$ cat config.mk
export PLATFORM = sky130hd
export DESIGN_NAME = ipv4_longest_prefix_forwarder
export DESIGN_NICKNAME = d
export VERILOG_FILES = /design/src/design/lpf_pkg.sv /design/src/design/lpf_ctrl.sv /design/src/design/lpf_datapath.sv /design/src/design/ipv4_longest_prefix_forwarder.sv
export SDC_FILE = /design/constraint.sdc
export NUM_CORES = 2
export LEC_CHECK = 0
export BUFFER_PORTS_ARGS = -buffer_cell sky130_fd_sc_hd__buf_4
export CAP_MARGIN = 5
export CELL_PAD_IN_SITES_DETAIL_PLACEMENT = 1
export CELL_PAD_IN_SITES_GLOBAL_PLACEMENT = 2
export CORE_ASPECT_RATIO = 0.9
export CORE_MARGIN = 5
export CORE_UTILIZATION = 46
export CTS_CLUSTER_SIZE = 25
export DETAILED_ROUTE_END_ITERATION = 10
export GPL_ROUTABILITY_DRIVEN = 0
export PLACE_DENSITY = 0.87
export SLEW_MARGIN = 20
export SYNTH_ARGS = -nofsm -noshare
export SYNTH_HDL_FRONTEND = slang
export SYNTH_SLANG_ARGS = --single-unit
$ cat constraint.sdc
create_clock -name clk -period 9.1 [get_ports clk]
set_clock_uncertainty 0.15 [all_clocks]
set_input_delay 1.82 -clock clk [delete_from_list [all_inputs] [get_ports clk]]
set_output_delay 1.82 -clock clk [all_outputs]
set_load 0.02 [all_outputs]
$ cat src/design/lpf_pkg.sv
`timescale 1ns / 1ps

package lpf_pkg;

	// route table geometry
	localparam int TABLE_ENTRIES = 64;
	localparam int ADDR_W = (TABLE_ENTRIES > 1) ? $clog2(TABLE_ENTRIES) : 1;
	localparam int CNT_W = $clog2(TABLE_ENTRIES + 1);

	localparam int MAX_LEN = 32;
	localparam logic [15:0] RESET_CHECKSUM = 16'd1234;

	// result action codes
	typedef enum logic [2:0] {
		ACT_STORED   = 3'd0,
		ACT_REJECT   = 3'd1,
		ACT_CHECKSUM = 3'd2,
		ACT_EXPIRED  = 3'd3,
		ACT_POLICY   = 3'd4,
		ACT_SEND     = 3'd5,
		ACT_DEFAULT  = 3'd6,
		ACT_UNKNOWN  = 3'd7
	} act_t;

	// operation codes
	typedef enum logic {
		OP_LOAD    = 1'b0,
		OP_FORWARD = 1'b1
	} op_t;

	// controller states
	typedef enum logic [2:0] {
		ST_IDLE,
		ST_CHECK,
		ST_SCAN,
		ST_DRAIN,
		ST_FINISH
	} state_t;

	// one stored route
	typedef struct packed {
		logic [31:0] prefix;
		logic [5:0]  len;
		logic [15:0] iface;
	} route_t;

	// controller to datapath
	typedef struct packed {
		logic load;
		logic scan_rd;
		logic finish;
	} cmd_t;

	// datapath to controller
	typedef struct packed {
		logic early;
		logic table_empty;
		logic scan_last;
	} status_t;

	// network mask for a prefix length, lengths of 32 and above give all ones
	function automatic logic [31:0] len_mask(input logic [5:0] len);
		logic [31:0] m;
		if (len == 6'd0) begin
			m = 32'd0;
		end else if (len >= 6'(MAX_LEN)) begin
			m = 32'hFFFF_FFFF;
		end else begin
			m = 32'hFFFF_FFFF << (6'(MAX_LEN) - len);
		end
		return m;
	endfunction

endpackage

$ cat src/design/lpf_ctrl.sv
`timescale 1ns / 1ps

module lpf_ctrl (
	input  logic             clk,
	input  logic             arst_n,
	input  logic             start,
	input  lpf_pkg::status_t status,
	output lpf_pkg::cmd_t    cmd,
	output logic             busy
);

	lpf_pkg::state_t state_q;
	lpf_pkg::state_t state_d;

	// state register
	always_ff @(posedge clk or negedge arst_n) begin
		if (!arst_n) begin
			state_q <= lpf_pkg::ST_IDLE;
		end else begin
			state_q <= state_d;
		end
	end

	// next state and commands
	always_comb begin
		state_d = state_q;
		cmd = '0;
		busy = 1'b1;
		case (state_q)
			lpf_pkg::ST_IDLE: begin
				busy = 1'b0;
				if (start) begin
					cmd.load = 1'b1;
					state_d = lpf_pkg::ST_CHECK;
				end
			end
			lpf_pkg::ST_CHECK: begin
				if (status.early || status.table_empty) begin
					state_d = lpf_pkg::ST_FINISH;
				end else begin
					state_d = lpf_pkg::ST_SCAN;
				end
			end
			lpf_pkg::ST_SCAN: begin
				cmd.scan_rd = 1'b1;
				if (status.scan_last) begin
					state_d = lpf_pkg::ST_DRAIN;
				end
			end
			lpf_pkg::ST_DRAIN: begin
				// last read compares this cycle
				state_d = lpf_pkg::ST_FINISH;
			end
			lpf_pkg::ST_FINISH: begin
				cmd.finish = 1'b1;
				state_d = lpf_pkg::ST_IDLE;
			end
			default: begin
				state_d = lpf_pkg::ST_IDLE;
			end
		endcase
	end

endmodule

$ cat src/design/lpf_datapath.sv
`timescale 1ns / 1ps

module lpf_datapath (
	input  logic             clk,
	input  logic             arst_n,
	input  lpf_pkg::cmd_t    cmd,
	output lpf_pkg::status_t status,
	input  logic             config_we,
	input  logic [15:0]      config_data,
	input  logic             operation,
	input  logic [31:0]      rule_prefix,
	input  logic [5:0]       rule_length,
	input  logic [15:0]      rule_interface,
	input  logic [15:0]      checksum_word,
	input  logic [7:0]       time_to_live,
	input  logic [31:0]      dst_address,
	input  logic [31:0]      time_seconds,
	input  logic [19:0]      time_micros,
	output logic             done,
	output logic [2:0]       action,
	output logic [15:0]      out_interface,
	output logic [31:0]      out_seconds,
	output logic [19:0]      out_micros
);

	localparam int N = lpf_pkg::TABLE_ENTRIES;
	localparam int AW = lpf_pkg::ADDR_W;
	localparam int CW = lpf_pkg::CNT_W;

	lpf_pkg::route_t route_mem [N];

	logic [15:0]            good_checksum_q;
	logic [CW-1:0]          count_q;
	logic [15:0]            default_iface_q;
	logic                   default_set_q;

	// latched transaction
	logic                   op_q;
	logic [31:0]            prefix_q;
	logic [31:0]            masked_q;
	logic [5:0]             len_q;
	logic [15:0]            iface_q;
	logic [31:0]            dst_q;
	logic [31:0]            seconds_q;
	logic [19:0]            micros_q;
	logic                   len_bad_q;
	logic                   csum_bad_q;
	logic                   expired_q;

	// scan state
	logic [CW-1:0]          idx_q;
	logic                   rd_valid_s1;
	lpf_pkg::route_t        rd_entry_s1;
	logic                   dup_q;
	logic                   found_q;
	logic [5:0]             best_len_q;
	logic [15:0]            win_iface_q;

	lpf_pkg::act_t          act_d;
	logic [15:0]            oif_d;
	logic                   store_d;
	logic                   table_full;
	logic                   hit;

	assign table_full = (count_q == CW'(N));

	assign status.early = (op_q == lpf_pkg::OP_LOAD) ? len_bad_q : (csum_bad_q | expired_q);
	assign status.table_empty = (count_q == '0);
	assign status.scan_last = (CW'(idx_q + CW'(1)) == count_q);

	// checksum register
	always_ff @(posedge clk or negedge arst_n) begin
		if (!arst_n) begin
			good_checksum_q <= lpf_pkg::RESET_CHECKSUM;
		end else if (config_we) begin
			good_checksum_q <= config_data;
		end
	end

	// latch the accepted transaction
	always_ff @(posedge clk) begin
		if (cmd.load) begin
			op_q <= operation;
			prefix_q <= rule_prefix;
			masked_q <= rule_prefix & lpf_pkg::len_mask(rule_length);
			len_q <= rule_length;
			iface_q <= rule_interface;
			dst_q <= dst_address;
			seconds_q <= time_seconds;
			micros_q <= time_micros;
			len_bad_q <= (rule_length > 6'(lpf_pkg::MAX_LEN));
			csum_bad_q <= (checksum_word != good_checksum_q);
			expired_q <= (time_to_live <= 8'd1);
		end
	end

	// table read, one entry a cycle
	always_ff @(posedge clk or negedge arst_n) begin
		if (!arst_n) begin
			idx_q <= '0;
			rd_valid_s1 <= 1'b0;
		end else begin
			rd_valid_s1 <= cmd.scan_rd;
			if (cmd.load) begin
				idx_q <= '0;
			end else if (cmd.scan_rd) begin
				idx_q <= CW'(idx_q + CW'(1));
			end
		end
	end

	always_ff @(posedge clk) begin
		if (cmd.scan_rd) begin
			rd_entry_s1 <= route_mem[idx_q[AW-1:0]];
		end
		if (cmd.finish && store_d) begin
			route_mem[count_q[AW-1:0]] <= '{prefix: masked_q, len: len_q, iface: iface_q};
		end
	end

	// compare the entry read last cycle
	assign hit = ((dst_q & lpf_pkg::len_mask(rd_entry_s1.len)) == rd_entry_s1.prefix) &&
		(!found_q || (rd_entry_s1.len > best_len_q));

	always_ff @(posedge clk or negedge arst_n) begin
		if (!arst_n) begin
			dup_q <= 1'b0;
			found_q <= 1'b0;
		end else if (cmd.load) begin
			dup_q <= 1'b0;
			found_q <= 1'b0;
		end else if (rd_valid_s1) begin
			if (op_q == lpf_pkg::OP_LOAD) begin
				if (rd_entry_s1.len == len_q && rd_entry_s1.prefix == masked_q) begin
					dup_q <= 1'b1;
				end
			end else if (hit) begin
				found_q <= 1'b1;
			end
		end
	end

	always_ff @(posedge clk) begin
		if (rd_valid_s1 && op_q == lpf_pkg::OP_FORWARD && hit) begin
			best_len_q <= rd_entry_s1.len;
			win_iface_q <= rd_entry_s1.iface;
		end
	end

	// final decision
	always_comb begin
		act_d = lpf_pkg::ACT_UNKNOWN;
		oif_d = '0;
		store_d = 1'b0;
		if (op_q == lpf_pkg::OP_LOAD) begin
			if (len_bad_q || dup_q || table_full) begin
				act_d = lpf_pkg::ACT_REJECT;
			end else begin
				act_d = lpf_pkg::ACT_STORED;
				store_d = 1'b1;
			end
		end else if (csum_bad_q) begin
			act_d = lpf_pkg::ACT_CHECKSUM;
		end else if (expired_q) begin
			act_d = lpf_pkg::ACT_EXPIRED;
		end else if (found_q) begin
			if (win_iface_q == '0) begin
				act_d = lpf_pkg::ACT_POLICY;
			end else begin
				act_d = lpf_pkg::ACT_SEND;
				oif_d = win_iface_q;
			end
		end else if (default_set_q) begin
			act_d = lpf_pkg::ACT_DEFAULT;
			oif_d = default_iface_q;
		end
	end

	// table bookkeeping
	always_ff @(posedge clk or negedge arst_n) begin
		if (!arst_n) begin
			count_q <= '0;
			default_iface_q <= '0;
			default_set_q <= 1'b0;
		end else if (cmd.finish && store_d) begin
			count_q <= CW'(count_q + CW'(1));
			if (prefix_q == '0) begin
				default_iface_q <= iface_q;
				default_set_q <= 1'b1;
			end
		end
	end

	// result strobe
	always_ff @(posedge clk or negedge arst_n) begin
		if (!arst_n) begin
			done <= 1'b0;
		end else begin
			done <= cmd.finish;
		end
	end

	// result payload
	always_ff @(posedge clk) begin
		if (cmd.finish) begin
			action <= act_d;
			out_interface <= oif_d;
			out_seconds <= (op_q == lpf_pkg::OP_FORWARD) ? seconds_q : 32'd0;
			out_micros <= (op_q == lpf_pkg::OP_FORWARD) ? micros_q : 20'd0;
		end
	end

endmodule

$ cat src/design/ipv4_longest_prefix_forwarder.sv
`timescale 1ns / 1ps
// sequence: start is taken in idle, then check, a scan of the N stored routes, drain, finish;
//   a bad rule length, bad checksum, expired TTL or empty table goes from check to finish
// one transaction at a time: a new start is taken only once the block is back in idle;
//   the table scan reads one entry a cycle over a single read port; no receiver stall
// reset: arst_n clears the route count, default route and controller at once and reloads
//   the checksum register with 1234; no sweep of the table, entries beyond the count
//   are never read

module ipv4_longest_prefix_forwarder (
	input  logic        clk,
	input  logic        arst_n,
	input  logic        config_we,
	input  logic [15:0] config_data,
	input  logic        start,
	output logic        busy,
	input  logic        operation,
	input  logic [31:0] rule_prefix,
	input  logic [5:0]  rule_length,
	input  logic [15:0] rule_interface,
	input  logic [15:0] checksum_word,
	input  logic [7:0]  time_to_live,
	input  logic [31:0] dst_address,
	input  logic [31:0] time_seconds,
	input  logic [19:0] time_micros,
	output logic        done,
	output logic [2:0]  action,
	output logic [15:0] out_interface,
	output logic [31:0] out_seconds,
	output logic [19:0] out_micros
);

	lpf_pkg::cmd_t    cmd;
	lpf_pkg::status_t status;

	lpf_ctrl u_ctrl (
		.clk    (clk),
		.arst_n (arst_n),
		.start  (start),
		.status (status),
		.cmd    (cmd),
		.busy   (busy)
	);

	lpf_datapath u_datapath (
		.clk            (clk),
		.arst_n         (arst_n),
		.cmd            (cmd),
		.status         (status),
		.config_we      (config_we),
		.config_data    (config_data),
		.operation      (operation),
		.rule_prefix    (rule_prefix),
		.rule_length    (rule_length),
		.rule_interface (rule_interface),
		.checksum_word  (checksum_word),
		.time_to_live   (time_to_live),
		.dst_address    (dst_address),
		.time_seconds   (time_seconds),
		.time_micros    (time_micros),
		.done           (done),
		.action         (action),
		.out_interface  (out_interface),
		.out_seconds    (out_seconds),
		.out_micros     (out_micros)
	);

	// an accepted transaction keeps the block busy
	a_start_busy: assert property (@(posedge clk) disable iff (!arst_n)
		start && !busy |=> busy)
		else $error("busy not raised after start");

	// a result follows a busy cycle and the block is free when it shows
	a_done_after_busy: assert property (@(posedge clk) disable iff (!arst_n)
		done |-> $past(busy) && !busy)
		else $error("result strobe outside a transaction");

	// rule results carry no interface and no timestamp
	a_rule_result_clean: assert property (@(posedge clk) disable iff (!arst_n)
		done && (action == lpf_pkg::ACT_STORED || action == lpf_pkg::ACT_REJECT)
		|-> out_interface == 16'd0 && out_seconds == 32'd0 && out_micros == 20'd0)
		else $error("rule result with packet fields");

	// only send and default name an interface
	a_oif_only_forward: assert property (@(posedge clk) disable iff (!arst_n)
		done && action != lpf_pkg::ACT_SEND && action != lpf_pkg::ACT_DEFAULT
		|-> out_interface == 16'd0)
		else $error("interface on a non-forwarding result");

endmodule

==> results.cfg <==
[clock_network]
clk_transition_reported_paths_ns = 0.07
post_cts_setup_buffer_count = 0
clk-insertion-delay-late_ns = 0.97
cts_tree = built
clk_path_buf_depth = 4
numCtsBuffers = 373
cts_hold_repair.buffers = 0
cts_resized = 0
cts_root_buf = sky130_fd_sc_hd__clkbuf_16
clkSinkCount = 3831
h-tree-depth = 5

[logic_synthesis]
ys_seq_elements = 3831
synth_flop_cell = sky130_fd_sc_hd__edfxtp_1
synth.net_count = 6279
number_of_warning_messages_in_the_yosys_log = 0
synthesis.instances = 6079
yosysUniqueCellTypes = 77
syn-cell-area_sq_um = 146500
synth-edff-count = 3777
sequential_element_share_of_the_synthesized_area_pct = 78.34
synth_largest_type_area_fraction_pct = 77.41
postSynthAreaPerCell_sq_um = 24.10
yosys-top-cells-area = sky130_fd_sc_hd__edfxtp_1, sky130_fd_sc_hd__mux4_2, sky130_fd_sc_hd__dfrtp_1
yosysTopAreaCell = sky130_fd_sc_hd__edfxtp_1
synth_async_sr_flop_share_pct = 1.410

[detailed_routing]
drt-total-wl_microns = 441700
vias_per_cell = 6.628
antenna_violating_nets_post_route = 0
drt_first_iter_violations = 12580
detailedRoute.firstPassIterationCount = 9
num_vias = 74300
route.detailed.drc = 0
met3_length_microns = 56770
topRoutingLayerUsed = met5
detail_route.wirelength.met1_microns = 149800
met2WireLength_microns = 212100
wire_per_inst_microns = 39.40

[run]
max_cap_violations = 0

[setup_path]
worstReg2RegStart = u_datapath.count_q[3]
startpoint = u_datapath.count_q[3]
worst_path_largest_cell_delay_ns = 1.16
worst_setup_path_start_kind = flip-flop
crit_slowest_cell = sky130_fd_sc_hd__nor2_4
crit_chain = or3_1, nor3b_1, a21oi_1, and3_1, and2_0, nand3_1, nor2_4, buf_4
path_buf_inv = 1
arrival_time_reported_for_the_critical_path_endpoint_ns = 6.53
crit_required_ns = 9.51
critical-path-top-delay-family = simple AND/OR/NAND/NOR gates
worstSetupPathType = flip-flop to flip-flop
critPathCaptureType = flip-flop
crit_fanout = 33

[sta]
post-route-period-util_pct = 67.35
timing.fmax_mhz = 163.2
fin_tns_setup_ns = 0
setup_viol = 0
finalWorstSetupSlack_ns = 2.971
max_slew.worst_pin.slew_ns = 1.245
slew_headroom_pct = 17.02
hold_violations = 0
maxSlewViolCount = 0
timing.final.crit_period_ns = 6.129
rsz_0062_raised_after_global_routing = no

[outcome]
status = complete, no violations

[final_layout]
utilization_pct = 52.85
syn_to_final_growth_pct = 14.39
drive_gt1_share_pct = 32.67
final_cells = 11210
final_layout_net_count = 6792

[power]
power_leakage_nw = 50.86
totalPowerFinal_w = 0.04325
ir_worst_vdd_mv = 0.2548
power_per_cell_area_nw_per_um2 = 258.1

[die]
die_w_microns = 604.9
start_util_pct = 46.21
die_height_microns = 545.4
core_area_sq_um = 317100
floorplan.die_area_sq_um = 329900
i_o_pin_total = 256
row_count = 196

[global_route]
via_count_of_the_first_global_routing_pass = 76090
number_of_antenna_violations_at_the_first_check_in_global_routing = 35
grt_pass1_wl_microns = 615600
grt_usage_pct = 26.45
grt_overflow_total = 0
grt_max_degree = 139

[place]
io_port_bufs = 254
place.detailed.instances = 10470
dp_hpwl_microns = 231300
post-place-ws_ns = 3.179

[min_path]
hold_path_class = flip-flop to flip-flop
hold_path_startpoint = u_datapath.rd_entry_s1[15]
## layout make-up
class	count	area (sq um)
diodes	44	110.1
flip-flops and latches	3831	114800
clock inverters	203	2389
clock buffers	489	10080
fillers	27090	149500
well taps	4257	5326
inverters	40	155.1
repair buffers	446	3856
multi-input cells	1900	30880
## worst paths after layout
check | end | slack, ns | cells past startpoint
setup reg to reg | u_datapath.route_mem[37][45] | 2.97 | 8
hold reg to reg | u_datapath.win_iface_q[15] | 0.27 | 0
min in group asynchronous | u_datapath.done | 0.83 | 1
max in group asynchronous | u_datapath.idx_q[1] | 7.08 | 1
hold / removal | u_datapath.win_iface_q[15] | 0.27 | 0
setup / recovery | u_datapath.route_mem[37][45] | 2.97 | 8
## synthesized netlist by cell type (40+ instances only)
master	n
sky130_fd_sc_hd__edfxtp_1	3777
sky130_fd_sc_hd__mux4_2	1121
sky130_fd_sc_hd__clkbuf_1	191
sky130_fd_sc_hd__nor2_1	128
sky130_fd_sc_hd__nand2_1	77
sky130_fd_sc_hd__buf_1	71
sky130_fd_sc_hd__and2_1	55
sky130_fd_sc_hd__o21ai_0	54
sky130_fd_sc_hd__mux2_2	50
sky130_fd_sc_hd__dfrtp_1	49
sky130_fd_sc_hd__xor2_1	46
sky130_fd_sc_hd__buf_2	44
sky130_fd_sc_hd__inv_1	40
## where the power goes
part | leakage, nW | internal [W] | switching [W]
registers | 34.8 | 0.0211 | 0.000330
clock network | 6.04 | 0.00899 | 0.00697
logic | 10.0 | 0.00215 | 0.00375
total | 50.9 | 0.0322 | 0.0111
## worst register-to-register path: stages (launching register included)
cell,delay [ns]
sky130_fd_sc_hd__dfrtp_1,0.60
sky130_fd_sc_hd__or3_1,0.79
sky130_fd_sc_hd__nor3b_1,0.18
sky130_fd_sc_hd__a21oi_1,0.33
sky130_fd_sc_hd__and3_1,0.35
sky130_fd_sc_hd__and2_0,0.39
sky130_fd_sc_hd__nand3_1,0.78
sky130_fd_sc_hd__nor2_4,1.17
sky130_fd_sc_hd__buf_4,0.93
## cells by family (layout without fill, tap and decap cells)
group | after synthesis | count (layout) | share of synthesized area (%)
AOI/OAI and AO/OA | 194 | 194 | 0.8976
DFF | 3831 | 3831 | 78.34
buffers and inverters | 348 | 1178 | 0.9368
and+or+nand+nor | 424 | 424 | 1.486
other | 0 | 44 | 0
adders and majority gates | 17 | 17 | 0.1452
muxes | 1188 | 1188 | 17.74
xor gates and xnor gates | 77 | 77 | 0.4603
## layer usage
metal  up-vias  global-route usage, %
met4        14                  12.42
li1      27180                      -
met5         -                      0
met1     39270                  34.86
met3      1093                  7.007
met2      6738                  41.36
## metrics by stage
stage / area, sq um / hold slack, ns
after CTS: 167300 / 0.2754
after detailed placement: 154800 / 0.2563
final: 167600 / 0.2719
after global routing: 167600 / 0.2778
after global placement: 154600 / 0.2546
after floorplan: 146500 / 0.2503
## cells in the final DEF, fill, tap and decap left out, types with 39 or more instances in the layout
master / synthesis / final
sky130_fd_sc_hd__nand2_1: 77 / 76
sky130_fd_sc_hd__edfxtp_1: 3777 / 3777
sky130_fd_sc_hd__buf_4: 1 / 408
sky130_fd_sc_hd__inv_1: 40 / 39
sky130_fd_sc_hd__xor2_1: 46 / 46
sky130_fd_sc_hd__dfrtp_1: 49 / 43
sky130_fd_sc_hd__and2_1: 55 / 54
sky130_fd_sc_hd__nor2_4: 0 / 64
sky130_fd_sc_hd__bufinv_16: 0 / 39
sky130_fd_sc_hd__clkinv_1: 0 / 62
sky130_fd_sc_hd__clkbuf_16: 0 / 380
sky130_fd_sc_hd__nor2_1: 128 / 62
sky130_fd_sc_hd__clkinv_2: 0 / 60
sky130_fd_sc_hd__mux2_2: 50 / 50
sky130_fd_sc_hd__o21ai_0: 54 / 53
sky130_fd_sc_hd__mux4_2: 1121 / 1121
sky130_fd_sc_hd__diode_2: 0 / 44
sky130_fd_sc_hd__clkbuf_1: 191 / 93
## flip-flops by register name, summed over array words and instances (netlist names), 6 cells and up
register and count:
u_datapath.out_interface 16, u_datapath.dst_q 32, u_datapath.micros_q 20, u_datapath.out_seconds 32, u_datapath.win_iface_q 16, u_datapath.len_q 6
u_datapath.idx_q 7, u_datapath.rd_entry_s1 54, u_datapath.best_len_q 6, u_datapath.route_mem 3456, u_datapath.out_micros 20, u_datapath.masked_q 32
u_datapath.count_q 7, u_datapath.prefix_q 32, u_datapath.default_iface_q 16, u_datapath.good_checksum_q 16, u_datapath.iface_q 16, u_datapath.seconds_q 32
Note: power is estimated with default switching activity, not from simulation.
